## src/rtl/bda_pkg.sv

```systemverilog
// Shared types and constants for the button debouncer with autorepeat.
package bda_pkg;

    localparam int unsigned NUM_BUTTONS = 5;
    localparam int unsigned NUM_KEYS    = NUM_BUTTONS + 4;
    localparam int unsigned CODE_KEYS   = 8;

    localparam int unsigned KEY_RIGHT = NUM_BUTTONS;
    localparam int unsigned KEY_LEFT  = NUM_BUTTONS + 1;
    localparam int unsigned KEY_UP    = NUM_BUTTONS + 2;
    localparam int unsigned KEY_DOWN  = NUM_BUTTONS + 3;

    localparam int unsigned CFG_DATA_W  = 16;
    localparam int unsigned CFG_INDEX_W = 3;

    typedef enum logic [CFG_INDEX_W-1:0] {
        REG_PRESSED_LEVEL   = 3'd0,
        REG_UPPER_PRESS     = 3'd1,
        REG_UPPER_RELEASE   = 3'd2,
        REG_LOWER_PRESS     = 3'd3,
        REG_LOWER_RELEASE   = 3'd4,
        REG_REPEAT_INITIAL  = 3'd5,
        REG_REPEAT_INTERVAL = 3'd6
    } t_cfg_reg;

    localparam logic [7:0]  RST_PRESSED_LEVEL   = 8'd10;
    localparam logic [11:0] RST_UPPER_PRESS     = 12'd3000;
    localparam logic [11:0] RST_UPPER_RELEASE   = 12'd2800;
    localparam logic [11:0] RST_LOWER_PRESS     = 12'd1000;
    localparam logic [11:0] RST_LOWER_RELEASE   = 12'd1200;
    localparam logic [15:0] RST_REPEAT_INITIAL  = 16'd100;
    localparam logic [15:0] RST_REPEAT_INTERVAL = 16'd10;

    typedef struct packed {
        logic [NUM_BUTTONS-1:0] raw_buttons;
        logic [11:0]            joystick_x;
        logic [11:0]            joystick_y;
    } t_in;

    typedef struct packed {
        logic [NUM_KEYS-1:0] debounced;
        logic [NUM_KEYS-1:0] presses;
        logic [3:0]          press_code;
    } t_out;

    typedef struct packed {
        logic [15:0] initial_ticks;
        logic [15:0] interval_ticks;
    } t_repeat_cfg;

endpackage

```

## src/rtl/bda_repeat.sv

```systemverilog
// Per-key hold counter and autorepeat phase counter.
module bda_repeat (
    input  logic                 i_clk,
    input  logic                 i_rst_n,
    input  logic                 i_adv,
    input  logic                 i_held,
    input  bda_pkg::t_repeat_cfg i_cfg,
    output logic                 o_repeat
);
    import bda_pkg::*;

    logic [15:0] r_hold;
    logic [15:0] r_phase;
    logic [15:0] n_hold;
    logic [15:0] n_phase;

    always_comb begin
        logic [16:0] phase_inc;
        phase_inc = {1'b0, r_phase} + 17'd1;
        n_hold    = 16'd0;
        n_phase   = 16'd0;
        o_repeat  = 1'b0;
        if (i_held) begin
            n_hold = (r_hold == 16'hFFFF) ? r_hold : r_hold + 16'd1;
            if (n_hold < i_cfg.initial_ticks) begin
                n_phase = 16'd0;
            end else if (r_hold < i_cfg.initial_ticks) begin
                // crossing tick: first repeat
                n_phase  = 16'd0;
                o_repeat = 1'b1;
            end else if (phase_inc >= {1'b0, i_cfg.interval_ticks}) begin
                n_phase  = 16'd0;
                o_repeat = 1'b1;
            end else begin
                n_phase = phase_inc[15:0];
            end
        end
    end

    always_ff @(posedge i_clk) begin
        if (!i_rst_n) begin
            r_hold  <= '0;
            r_phase <= '0;
        end else if (i_adv) begin
            r_hold  <= n_hold;
            r_phase <= n_phase;
        end
    end

endmodule

```

## src/rtl/button_debounce_autorepeat.sv

```systemverilog
// Top level: button debouncer, joystick hysteresis and autorepeat.
// Usage:
//   Input channel (i_in_valid / o_in_ready / i_in_data) takes one scan tick per
//   transaction: raw button bits and two joystick samples.
//   Output channel (o_out_valid / i_out_ready / o_out_data) gives one result per
//   tick: debounced vector, press vector and highest-press code.
//   Two register stages: the input register, then the per-key update logic
//   feeding the result register. A tick moves on into the result register
//   only when that register is empty or its result is being taken.
//   Throughput is one tick per cycle unless stalled; per-key work is parallel.
//   When the receiver stalls, the result register holds and the input register
//   fills; o_in_ready drops only when both are occupied and the result is not
//   being taken in that cycle.
//   Reset (synchronous, active low) clears integrators, debounced bits, hold
//   and phase counters, empties both registers and loads the default
//   thresholds. Configuration is written through i_cfg_wr_en / i_cfg_index /
//   i_cfg_wdata while no tick is in flight; unknown indexes are ignored.
module button_debounce_autorepeat #(
    parameter int unsigned STEP_UP   = 1,
    parameter int unsigned STEP_DOWN = 1
) (
    input  logic                             i_clk,
    input  logic                             i_rst_n,
    input  logic                             i_cfg_wr_en,
    input  logic [bda_pkg::CFG_INDEX_W-1:0]  i_cfg_index,
    input  logic [bda_pkg::CFG_DATA_W-1:0]   i_cfg_wdata,
    input  logic                             i_in_valid,
    output logic                             o_in_ready,
    input  bda_pkg::t_in                     i_in_data,
    output logic                             o_out_valid,
    input  logic                             i_out_ready,
    output bda_pkg::t_out                    o_out_data
);
    import bda_pkg::*;

    // configuration
    logic [7:0]  r_pressed_level;
    logic [11:0] r_upper_press;
    logic [11:0] r_upper_release;
    logic [11:0] r_lower_press;
    logic [11:0] r_lower_release;
    t_repeat_cfg r_rep_cfg;

    always_ff @(posedge i_clk) begin
        if (!i_rst_n) begin
            r_pressed_level          <= RST_PRESSED_LEVEL;
            r_upper_press            <= RST_UPPER_PRESS;
            r_upper_release          <= RST_UPPER_RELEASE;
            r_lower_press            <= RST_LOWER_PRESS;
            r_lower_release          <= RST_LOWER_RELEASE;
            r_rep_cfg.initial_ticks  <= RST_REPEAT_INITIAL;
            r_rep_cfg.interval_ticks <= RST_REPEAT_INTERVAL;
        end else if (i_cfg_wr_en) begin
            unique case (i_cfg_index)
                REG_PRESSED_LEVEL:   r_pressed_level          <= i_cfg_wdata[7:0];
                REG_UPPER_PRESS:     r_upper_press            <= i_cfg_wdata[11:0];
                REG_UPPER_RELEASE:   r_upper_release          <= i_cfg_wdata[11:0];
                REG_LOWER_PRESS:     r_lower_press            <= i_cfg_wdata[11:0];
                REG_LOWER_RELEASE:   r_lower_release          <= i_cfg_wdata[11:0];
                REG_REPEAT_INITIAL:  r_rep_cfg.initial_ticks  <= i_cfg_wdata;
                REG_REPEAT_INTERVAL: r_rep_cfg.interval_ticks <= i_cfg_wdata;
                default: ;
            endcase
        end
    end

    // pipeline control
    logic r_s1_valid;
    t_in  r_s1;
    logic r_out_valid;
    t_out r_out;
    logic s1_adv;

    assign s1_adv     = r_s1_valid && (!r_out_valid || i_out_ready);
    assign o_in_ready = !r_s1_valid || s1_adv;

    always_ff @(posedge i_clk) begin
        if (!i_rst_n) begin
            r_s1_valid  <= 1'b0;
            r_out_valid <= 1'b0;
        end else begin
            if (o_in_ready) begin
                r_s1_valid <= i_in_valid;
            end
            if (s1_adv) begin
                r_out_valid <= 1'b1;
            end else if (i_out_ready) begin
                r_out_valid <= 1'b0;
            end
        end
    end

    always_ff @(posedge i_clk) begin
        if (i_in_valid && o_in_ready) begin
            r_s1 <= i_in_data;
        end
    end

    // debounce state
    logic [7:0]          r_integ [NUM_BUTTONS];
    logic [7:0]          n_integ [NUM_BUTTONS];
    logic [NUM_KEYS-1:0] r_deb;
    logic [NUM_KEYS-1:0] n_deb;

    always_comb begin
        logic [8:0] sum;
        n_deb = r_deb;
        for (int b = 0; b < NUM_BUTTONS; b++) begin
            sum = {1'b0, r_integ[b]} + 9'(STEP_UP);
            if (r_s1.raw_buttons[b]) begin
                if (sum >= {1'b0, r_pressed_level}) begin
                    n_integ[b] = r_pressed_level;
                    n_deb[b]   = 1'b1;
                end else begin
                    n_integ[b] = sum[7:0];
                end
            end else if ({1'b0, r_integ[b]} <= 9'(STEP_DOWN)) begin
                n_integ[b] = 8'd0;
                n_deb[b]   = 1'b0;
            end else begin
                n_integ[b] = r_integ[b] - 8'(STEP_DOWN);
            end
        end
        // press test then release test: release wins
        if (r_s1.joystick_x > r_upper_press)   n_deb[KEY_RIGHT] = 1'b1;
        if (r_s1.joystick_x < r_upper_release) n_deb[KEY_RIGHT] = 1'b0;
        if (r_s1.joystick_x < r_lower_press)   n_deb[KEY_LEFT]  = 1'b1;
        if (r_s1.joystick_x > r_lower_release) n_deb[KEY_LEFT]  = 1'b0;
        if (r_s1.joystick_y > r_upper_press)   n_deb[KEY_UP]    = 1'b1;
        if (r_s1.joystick_y < r_upper_release) n_deb[KEY_UP]    = 1'b0;
        if (r_s1.joystick_y < r_lower_press)   n_deb[KEY_DOWN]  = 1'b1;
        if (r_s1.joystick_y > r_lower_release) n_deb[KEY_DOWN]  = 1'b0;
    end

    always_ff @(posedge i_clk) begin
        if (!i_rst_n) begin
            r_deb <= '0;
            for (int b = 0; b < NUM_BUTTONS; b++) begin
                r_integ[b] <= '0;
            end
        end else if (s1_adv) begin
            r_deb   <= n_deb;
            r_integ <= n_integ;
        end
    end

    // autorepeat per key
    logic [NUM_KEYS-1:0] rep;

    for (genvar k = 0; k < NUM_KEYS; k++) begin : g_key
        bda_repeat u_repeat (
            .i_clk    (i_clk),
            .i_rst_n  (i_rst_n),
            .i_adv    (s1_adv),
            .i_held   (n_deb[k]),
            .i_cfg    (r_rep_cfg),
            .o_repeat (rep[k])
        );
    end

    // result
    t_out n_out;

    always_comb begin
        n_out.debounced  = n_deb;
        n_out.presses    = (~r_deb & n_deb) | rep;
        n_out.press_code = 4'd0;
        for (int k = 0; k < CODE_KEYS; k++) begin
            if (n_out.presses[k]) begin
                n_out.press_code = 4'(k + 1);
            end
        end
    end

    always_ff @(posedge i_clk) begin
        if (s1_adv) begin
            r_out <= n_out;
        end
    end

    assign o_out_valid = r_out_valid;
    assign o_out_data  = r_out;

    // checks
    a_code_matches: assert property (@(posedge i_clk) disable iff (!i_rst_n)
        o_out_valid |->
            ((o_out_data.press_code != 4'd0) == (|o_out_data.presses[CODE_KEYS-1:0])))
        else $error("press_code disagrees with presses");

    a_press_held: assert property (@(posedge i_clk) disable iff (!i_rst_n)
        o_out_valid |-> ((o_out_data.presses & ~o_out_data.debounced) == '0))
        else $error("press reported on a key that is not held");

    a_reset_empty: assert property (@(posedge i_clk)
        !i_rst_n |=> (!o_out_valid && o_in_ready))
        else $error("pipeline not empty after reset");

endmodule
```

## config.mk

```make
export PLATFORM = sky130hd
export DESIGN_NAME = button_debounce_autorepeat
export DESIGN_NICKNAME = d
export VERILOG_FILES = /design/src/rtl/bda_pkg.sv /design/src/rtl/bda_repeat.sv /design/src/rtl/button_debounce_autorepeat.sv
export SDC_FILE = /design/constraint.sdc
export NUM_CORES = 2
export LEC_CHECK = 0
export BUFFER_PORTS_ARGS = -buffer_cell sky130_fd_sc_hd__buf_2
export CORE_MARGIN = 3
export CORE_UTILIZATION = 25
export CTS_CLUSTER_SIZE = 8
export DETAILED_ROUTE_END_ITERATION = 10
export SLEW_MARGIN = 20
export SYNTH_ARGS = -nofsm -noshare
export SYNTH_HDL_FRONTEND = slang
export SYNTH_SLANG_ARGS = --single-unit
```

## constraint.sdc

```tcl
create_clock -name i_clk -period 11.5 [get_ports i_clk]
set_input_delay 2.3 -clock i_clk [delete_from_list [all_inputs] [get_ports i_clk]]
set_output_delay 2.3 -clock i_clk [all_outputs]
set_load 0.02 [all_outputs]
```

-- Word level (Yosys, flattened, before mapping)
Index checks and enable logic that the tools add are counted.
- flip-flop bits (word level): 478
- latch bits: 0
- memory bits (writable): 0
- bits in read-only memories: 0
- logic and storage cells: 282
- memories kept: 0
- add/subtract/negate cells: 28
- $mul: 0
- divide/modulo/power cells: 0
- magnitude comparators: 45
- equality and inequality tests: 15
- shift operators: 0
- muxes and demuxes: 137
- bitwise logic cells: 3
- reduce and logical (&&, ||, !) cells: 15
- operators with widths (operator ; count):
    2-to-1 mux 16 bit ; 54
    less-than comparator 16 bit ; 18
    adder 16 x 1 -> 17 bit (second input constant) ; 9
    >= comparator 17 x 16 -> 1 bit ; 9
    adder 16 x 1 -> 16 bit (second input constant) ; 9
    equality test 16 bit (second input constant) ; 9
    2-to-1 mux 8 bit ; 15
    2-to-1 mux 1 bit ; 62
    greater-than comparator 12 bit ; 4
    less-than comparator 12 bit ; 4
    adder 8 x 1 -> 9 bit (second input constant) ; 5
    >= comparator 9 x 8 -> 1 bit ; 5
    less-or-equal comparator 8 x 1 -> 1 bit (second input constant) ; 5
    subtractor 8 x 1 -> 8 bit (second input constant) ; 5
    2-to-1 mux 4 bit ; 6
    AND reduction 2 bit ; 7
    AND 9 bit ; 1
    equality test 3 bit (second input constant) ; 3
    NOT 9 bit ; 1
    bitwise OR 9 bit ; 1
    equality test 3 x 2 -> 1 bit (second input constant) ; 2
    equality test 3 x 1 -> 1 bit (second input constant) ; 1
    zero test 3 bit ; 1
    logical AND 1 bit ; 2
    other kinds (3) ; 5

-- Depth between registers and ports, before layout
- word-level depth: 14
- depth in mapped cells: 20
- gate-level depth less buffers: 18

-- Hierarchy
Synthesis repeated with hierarchy kept, for this count alone.
- cell total of the unflattened synthesis: 4935
- area total of the unflattened synthesis: 39763.1 µm²
- by module, submodules not included (module ; times used ; cells an instance ; area an instance (µm²)):
    bda_repeat at g_key[0].u_repeat ... ; 8 ; 401 ; 3128.0
    button_debounce_autorepeat ; 1 ; 1373 ; 11766.3
    bda_repeat at g_key[6].u_repeat ; 1 ; 354 ; 2972.9

-- Worst setup path after synthesis
Ideal clock, no wire load.
- path kind: input to output
- start: input port i_out_ready
- end: output port o_in_ready
- arrival time: 2.652 ns
- setup slack: 6.548 ns
- stages: 2
- path buffers: 0
- cell sequence: nor2b_1 nand2_1
- word-level cells in the longest chain between the ends: 3
- ends and longest elaborated chain (item ; RTL line ; source):
    from (decl) ; button_debounce_autorepeat.sv:31 ; input logic i_out_ready,
    logical OR 1 bit ; button_debounce_autorepeat.sv:74 ; assign s1_adv = r_s1_valid && (!r_out_valid || i_out_ready);
    logical AND 1 bit ; button_debounce_autorepeat.sv:74 ;
    logical OR 1 bit ; button_debounce_autorepeat.sv:75 ; assign o_in_ready = !r_s1_valid || s1_adv;
    to (decl) ; button_debounce_autorepeat.sv:28 ; output logic o_in_ready,
No other way between the ends.

-- Worst setup path in the final report
- start: register g_key[0].u_repeat.r_hold[0]
- end: register g_key[0].u_repeat.r_phase[13]
- word-level cells in the longest chain between the ends: 5
- elaborated cells between the ends (all ways): 8
- those cells by class: 1 x add/sub; 2 x order compare; 1 x eq/ne; 4 x mux
- ends and longest elaborated chain (item ; RTL line ; source):
    from (decl) ; bda_repeat.sv:12 ; logic [15:0] r_hold;
    from (signal assigned) ; bda_repeat.sv:45 ; r_hold <= n_hold;
    adder 16 x 1 -> 16 bit or equality test 16 bit (tied branches) ; bda_repeat.sv:24 ; n_hold = (r_hold == 16'hFFFF) ? r_hold : r_hold + 16'd1;
    2-to-1 mux 16 bit ; bda_repeat.sv:24 ;
    less-than comparator 16 bit ; bda_repeat.sv:25 ; if (n_hold < i_cfg.initial_ticks) begin
    2-to-1 mux 16 bit * ; bda_repeat.sv:25 ;
    2-to-1 mux 16 bit * ; bda_repeat.sv:23 ; if (i_held) begin
    to (signal assigned) ; bda_repeat.sv:46 ; r_phase <= n_phase;
    to (decl) ; bda_repeat.sv:13 ; logic [15:0] r_phase;
Mark *: on every way between the ends. The rest lies on a longest branch, timed or not.
A chain may end at the register's enable or synchronous reset.

==> key figures <==
Status
  – Status: finished clean

Synthesis
  – Syn_area_per_cell: 8.11 um2
  – Yosys cell types: 84
  – Ys Warns: 0
  – Mapped cell area: about 37000 um2
  – Post-synth top area share: between 20% and 30%
  – Asr flop ratio synth: 0%
  – Yosys reg bits: around 480
  – EDFF count, synth: a little over 50
  – Sequential area share after synthesis: a little over a quarter
  – Main area contributors after synthesis: dfxtp_1 (23%), ha_1 (20%), a21oi_1 (5.4%)
  – Synth Flop Type: dfxtp_1
  – Synthesized Nets: between 5000 and 6000
  – Mapped Cells: ~4500
  – Area leader, netlist: dfxtp_1

Timing
  – Tmin final: 5.34 ns
  – Achievable Freq: between 150 and 200 MHz
  – Final worst-path cycle share: approximately 46%
  – RSZ-0062 raised after global routing: no
  – Slew Limit Fails: 0
  – Relative slew margins: 20.2%
  – Setup_tns: 0 ns
  – Least-Margin Pin Slew: around 1.2 ns
  – Final Hold Viols: 0
  – Setup violators final: 0
  – Clock skew: about 0.033 ns

Global routing
  – Vias in the first global route: roughly 32000
  – Largest net degree at the start of global routing: ~180
  – Total grt overflow: 0
  – Initial antenna violation count: 7
  – First-pass GRT wire length: around 180000 um
  – Gr usage total: 14.6%

Drt
  – Vias per inst: around 5.2
  – First-iteration detailed-routing DRC count: ~2500
  – Final ANT Viol Nets: 0
  – WL final: 114000 um
  – Via count: 33900
  – Drt first pass iters: 5
  – Drt wl/cell: 17.6 um
  – DRC: 0

Floorplanning
  – Site row count: between 100 and 150
  – Die X-Extent: 390 um
  – Die height: between 300 and 400 um
  – Core area: ~150000 um2
  – Die area: 152000 um2
  – I/O pins: 77
  – Initial Util: about a quarter

Cells and area
  – Share of cells above drive strength 1: 5.88%
  – Nets@finish: 5183
  – Number of fill cells: approximately 16000
  – Finished Layout Cells: 6497
  – Reg area: between 10000 and 15000 um2
  – Layout area overhead: 12.1%
  – Footprint of the multi-input gates: around 25000 um2

Power
  – Seq pwr share: ~42%
  – Switch Pwr: around 1.2 mW
  – P_int: just over 3 mW
  – Pwr dens: roughly 100 nW/um2
  – Comb power frac: a little over an eighth
  – Switching Fraction: between 20 and 30%
  – Worst vdd ir: 0.0992 mV
  – Leakage: around 17 nW
  – Clock share of power: 45.2%
  – Total power: roughly 4.3 mW

CTS
  – H-tree depth: 3
  – Clk root buf: clkbuf_16
  – PostCTS Resize Cnt: 0
  – Clk_lat worst skew: between 0.6 and 0.7 ns
  – Clock buffer depth: 3
  – Clock Pin Slew Worst Setup and Hold Paths: 0.05 ns
  – TritonCTS buffer count: between 70 and 80
  – TritonCTS clock tree: built
  – Postcts setup bufs: 0
  – Hold Buf Count CTS: 0
  – Sinks on Clock Net: about 480

Setup path
  – Startpoint Class: flop
  – Critical Path Sink Type: flop
  – Worst reg2reg path depth: 16
  – Required @ worst endpoint: about 12 ns
  – Levels on crit path: 16
  – R2R Path Start: g_key[0].u_repeat.r_hold[0]
  – Slowest-stage cell, CP: or4b_1
  – Setup crit end: g_key[0].u_repeat.r_phase[13]
  – CP Cell Sequence: ha_1 -> nand3_1 -> or4_1 -> nand4_1 -> nor2_1 -> and3_1 -> and3_1 -> nand3_1 -> xnor2_1 -> ha_1 -> and3_1 -> nand4_1 -> o41ai_1 -> or4b_1 -> or3_1 -> a21oi_1
  – Crit path from: g_key[0].u_repeat.r_hold[0]
  – Crit Path Class: reg -> reg
  – Max incr delay on CP: around 0.9 ns
  – Flop2flop setup slack: 6.16 ns
  – Worst Path Buf+Inv: 0
  – Crit path DAT: about 6 ns
  – CP top delay family: simple AND/OR/NAND/NOR gates
  – Critical register-to-register path endpoint: g_key[0].u_repeat.r_phase[13]
  – Max FO, Critical Path: 22
  – Cell mode on critical path: and3_1

Job
  – Max Cap Viol: 0

Place
  – Post-DP HPWL: 79400 um
  – Gpl congestion: slightly below 0.9
  – DP Cell Count: 6394
  – Port Buf Inserts: 76

Hold path
  – Hold Path Class: reg -> reg
worst reg2reg max path, stage by stage, from the launching register on:
cell and delay [ns]:
dfxtp_1 0.44, ha_1 0.22, nand3_1 0.12, or4_1 0.61, nand4_1 0.25, nor2_1 0.12
and3_1 0.24, and3_1 0.26, nand3_1 0.14, xnor2_1 0.08, ha_1 0.29, and3_1 0.17
nand4_1 0.14, o41ai_1 0.65, or4b_1 0.91, or3_1 0.48, a21oi_1 0.14
metrics by stage:
stage | hold slack [ns] | util, % | setup slack (ns) | area [um2]
after floorplan | 0.436 | - | 6.55 | 36800
after global placement | 0.442 | 26.9 | 5.86 | 39300
after detailed placement | 0.447 | 26.9 | 5.79 | 39300
after CTS | 0.453 | 28.3 | 6.16 | 41300
after global routing | 0.468 | 28.3 | 5.88 | 41300
final | 0.452 | 28.3 | 6.16 | 41300
state kept, by name (all words and copies together), names as in the netlist:
| name | flops |
|---|---|
| r_upper_release | 12 |
| r_s1_valid | 1 |
| r_lower_release | 12 |
| o_out_data | 22 |
| r_lower_press | 12 |
| r_deb | 9 |
| o_out_valid | 1 |
| g_key.u_repeat.r_phase | 144 |
| r_s1 | 29 |
| g_key.u_repeat.r_hold | 144 |
| r_integ | 40 |
| r_upper_press | 12 |
| r_pressed_level | 8 |
| r_rep_cfg | 32 |
layout by cell type, fill, tap and decap left out, types with 72 or more instances in the layout:
master       n
xnor2_1    151
nand2_1    517
inv_1      167
clkbuf_16   72
and3_1      84
a21o_1     112
nor2_1     313
dfxtp_1    427
nand3_1    261
buf_2       75
ha_1       579
xor2_1     103
nor3_1      91
nand4_1    123
o21ai_0    221
a21oi_1    395
metal layers:
layer	wire [um]	GRT usage, %	vias up	share of wire [%]
met4	3440	4.31	0	3.0
met5	0	0	-	0
met2	50100	23.5	856	44
li1	-	-	16700	-
met1	54700	20.1	16200	48
met3	6150	2.11	175	5.4
power groups by stage:
| stage | Sequential, mW | Combinational (mW) | Clock (mW) |
|---|---|---|---|
| 6_report | 1.77 | 0.564 | 1.93 |
| 5_1_grt | 1.78 | 0.628 | 2.04 |
| 4_1_cts | 1.77 | 0.561 | 1.98 |
| 3_5_place_dp | 1.81 | 0.558 | 0 |
| 3_3_place_gp | 1.81 | 0.547 | 0 |
| 2_1_floorplan | 1.78 | 0.389 | 0 |
synthesized netlist by cell type (12+ instances only):
library cell,n
xnor2_1,151
and4_1,29
and3_1,84
o211a_1,12
nor4_1,32
nand2_1,517
buf_1,14
a221oi_1,12
and2_1,27
nor3_1,93
inv_1,168
dfxtp_1,427
or2_2,13
o211ai_1,66
nand2b_1,45
buf_2,17
o22ai_1,16
nand3b_1,17
a22oi_1,53
nor3b_1,24
nand3_1,261
clkbuf_1,158
mux2_2,15
ha_1,579
xor2_1,103
a211oi_1,47
edfxtp_1,51
a31oi_1,44
a2bb2oi_1,12
o21ai_0,222
mux2i_1,29
nor2_1,315
nor2b_1,43
o21a_1,46
a21o_1,112
a21oi_1,396
a32o_1,17
or3_1,12
nand4_1,123
kinds of logic after synthesis:
kind of cell | count (synthesis) | share of synthesized area (%)
AND/OR/NAND/NOR | 1661 | 21.9
XOR/XNOR | 254 | 6.04
multiplexers | 44 | 1.25
AO/OA/AOI/OAI | 1160 | 19.9
adder cells (fa/ha/maj) | 579 | 19.7
buffers and inverters | 365 | 3.84
flip-flops | 478 | 27.4
area by class of cell:
cell class | instances | share of cell area (%)
clock inverters | 5 | 0.124
diodes | 2 | 0.0121
multi-input cells | 3698 | 61.5
repair buffers | 130 | 1.95
well taps | 1917 | 5.81
inverters | 172 | 1.59
clock buffers | 95 | 4.62
flip-flops and latches | 478 | 24.4
how the worst min path moves through the flow:
stage / to / from / slack [ns] / depth (start not counted)
finish: r_rep_cfg[24] / r_rep_cfg[24] / 0.45 / 2
global placement: r_lower_release[3] / r_lower_release[3] / 0.44 / 2
global route: r_rep_cfg[17] / r_rep_cfg[17] / 0.47 / 2
detailed placement: r_lower_release[1] / r_lower_release[1] / 0.45 / 2
floorplan: r_lower_press[10] / r_lower_press[10] / 0.44 / 2
CTS: r_rep_cfg[17] / r_rep_cfg[17] / 0.45 / 2
No activity file was read; power rests on OpenSTA's default activity.
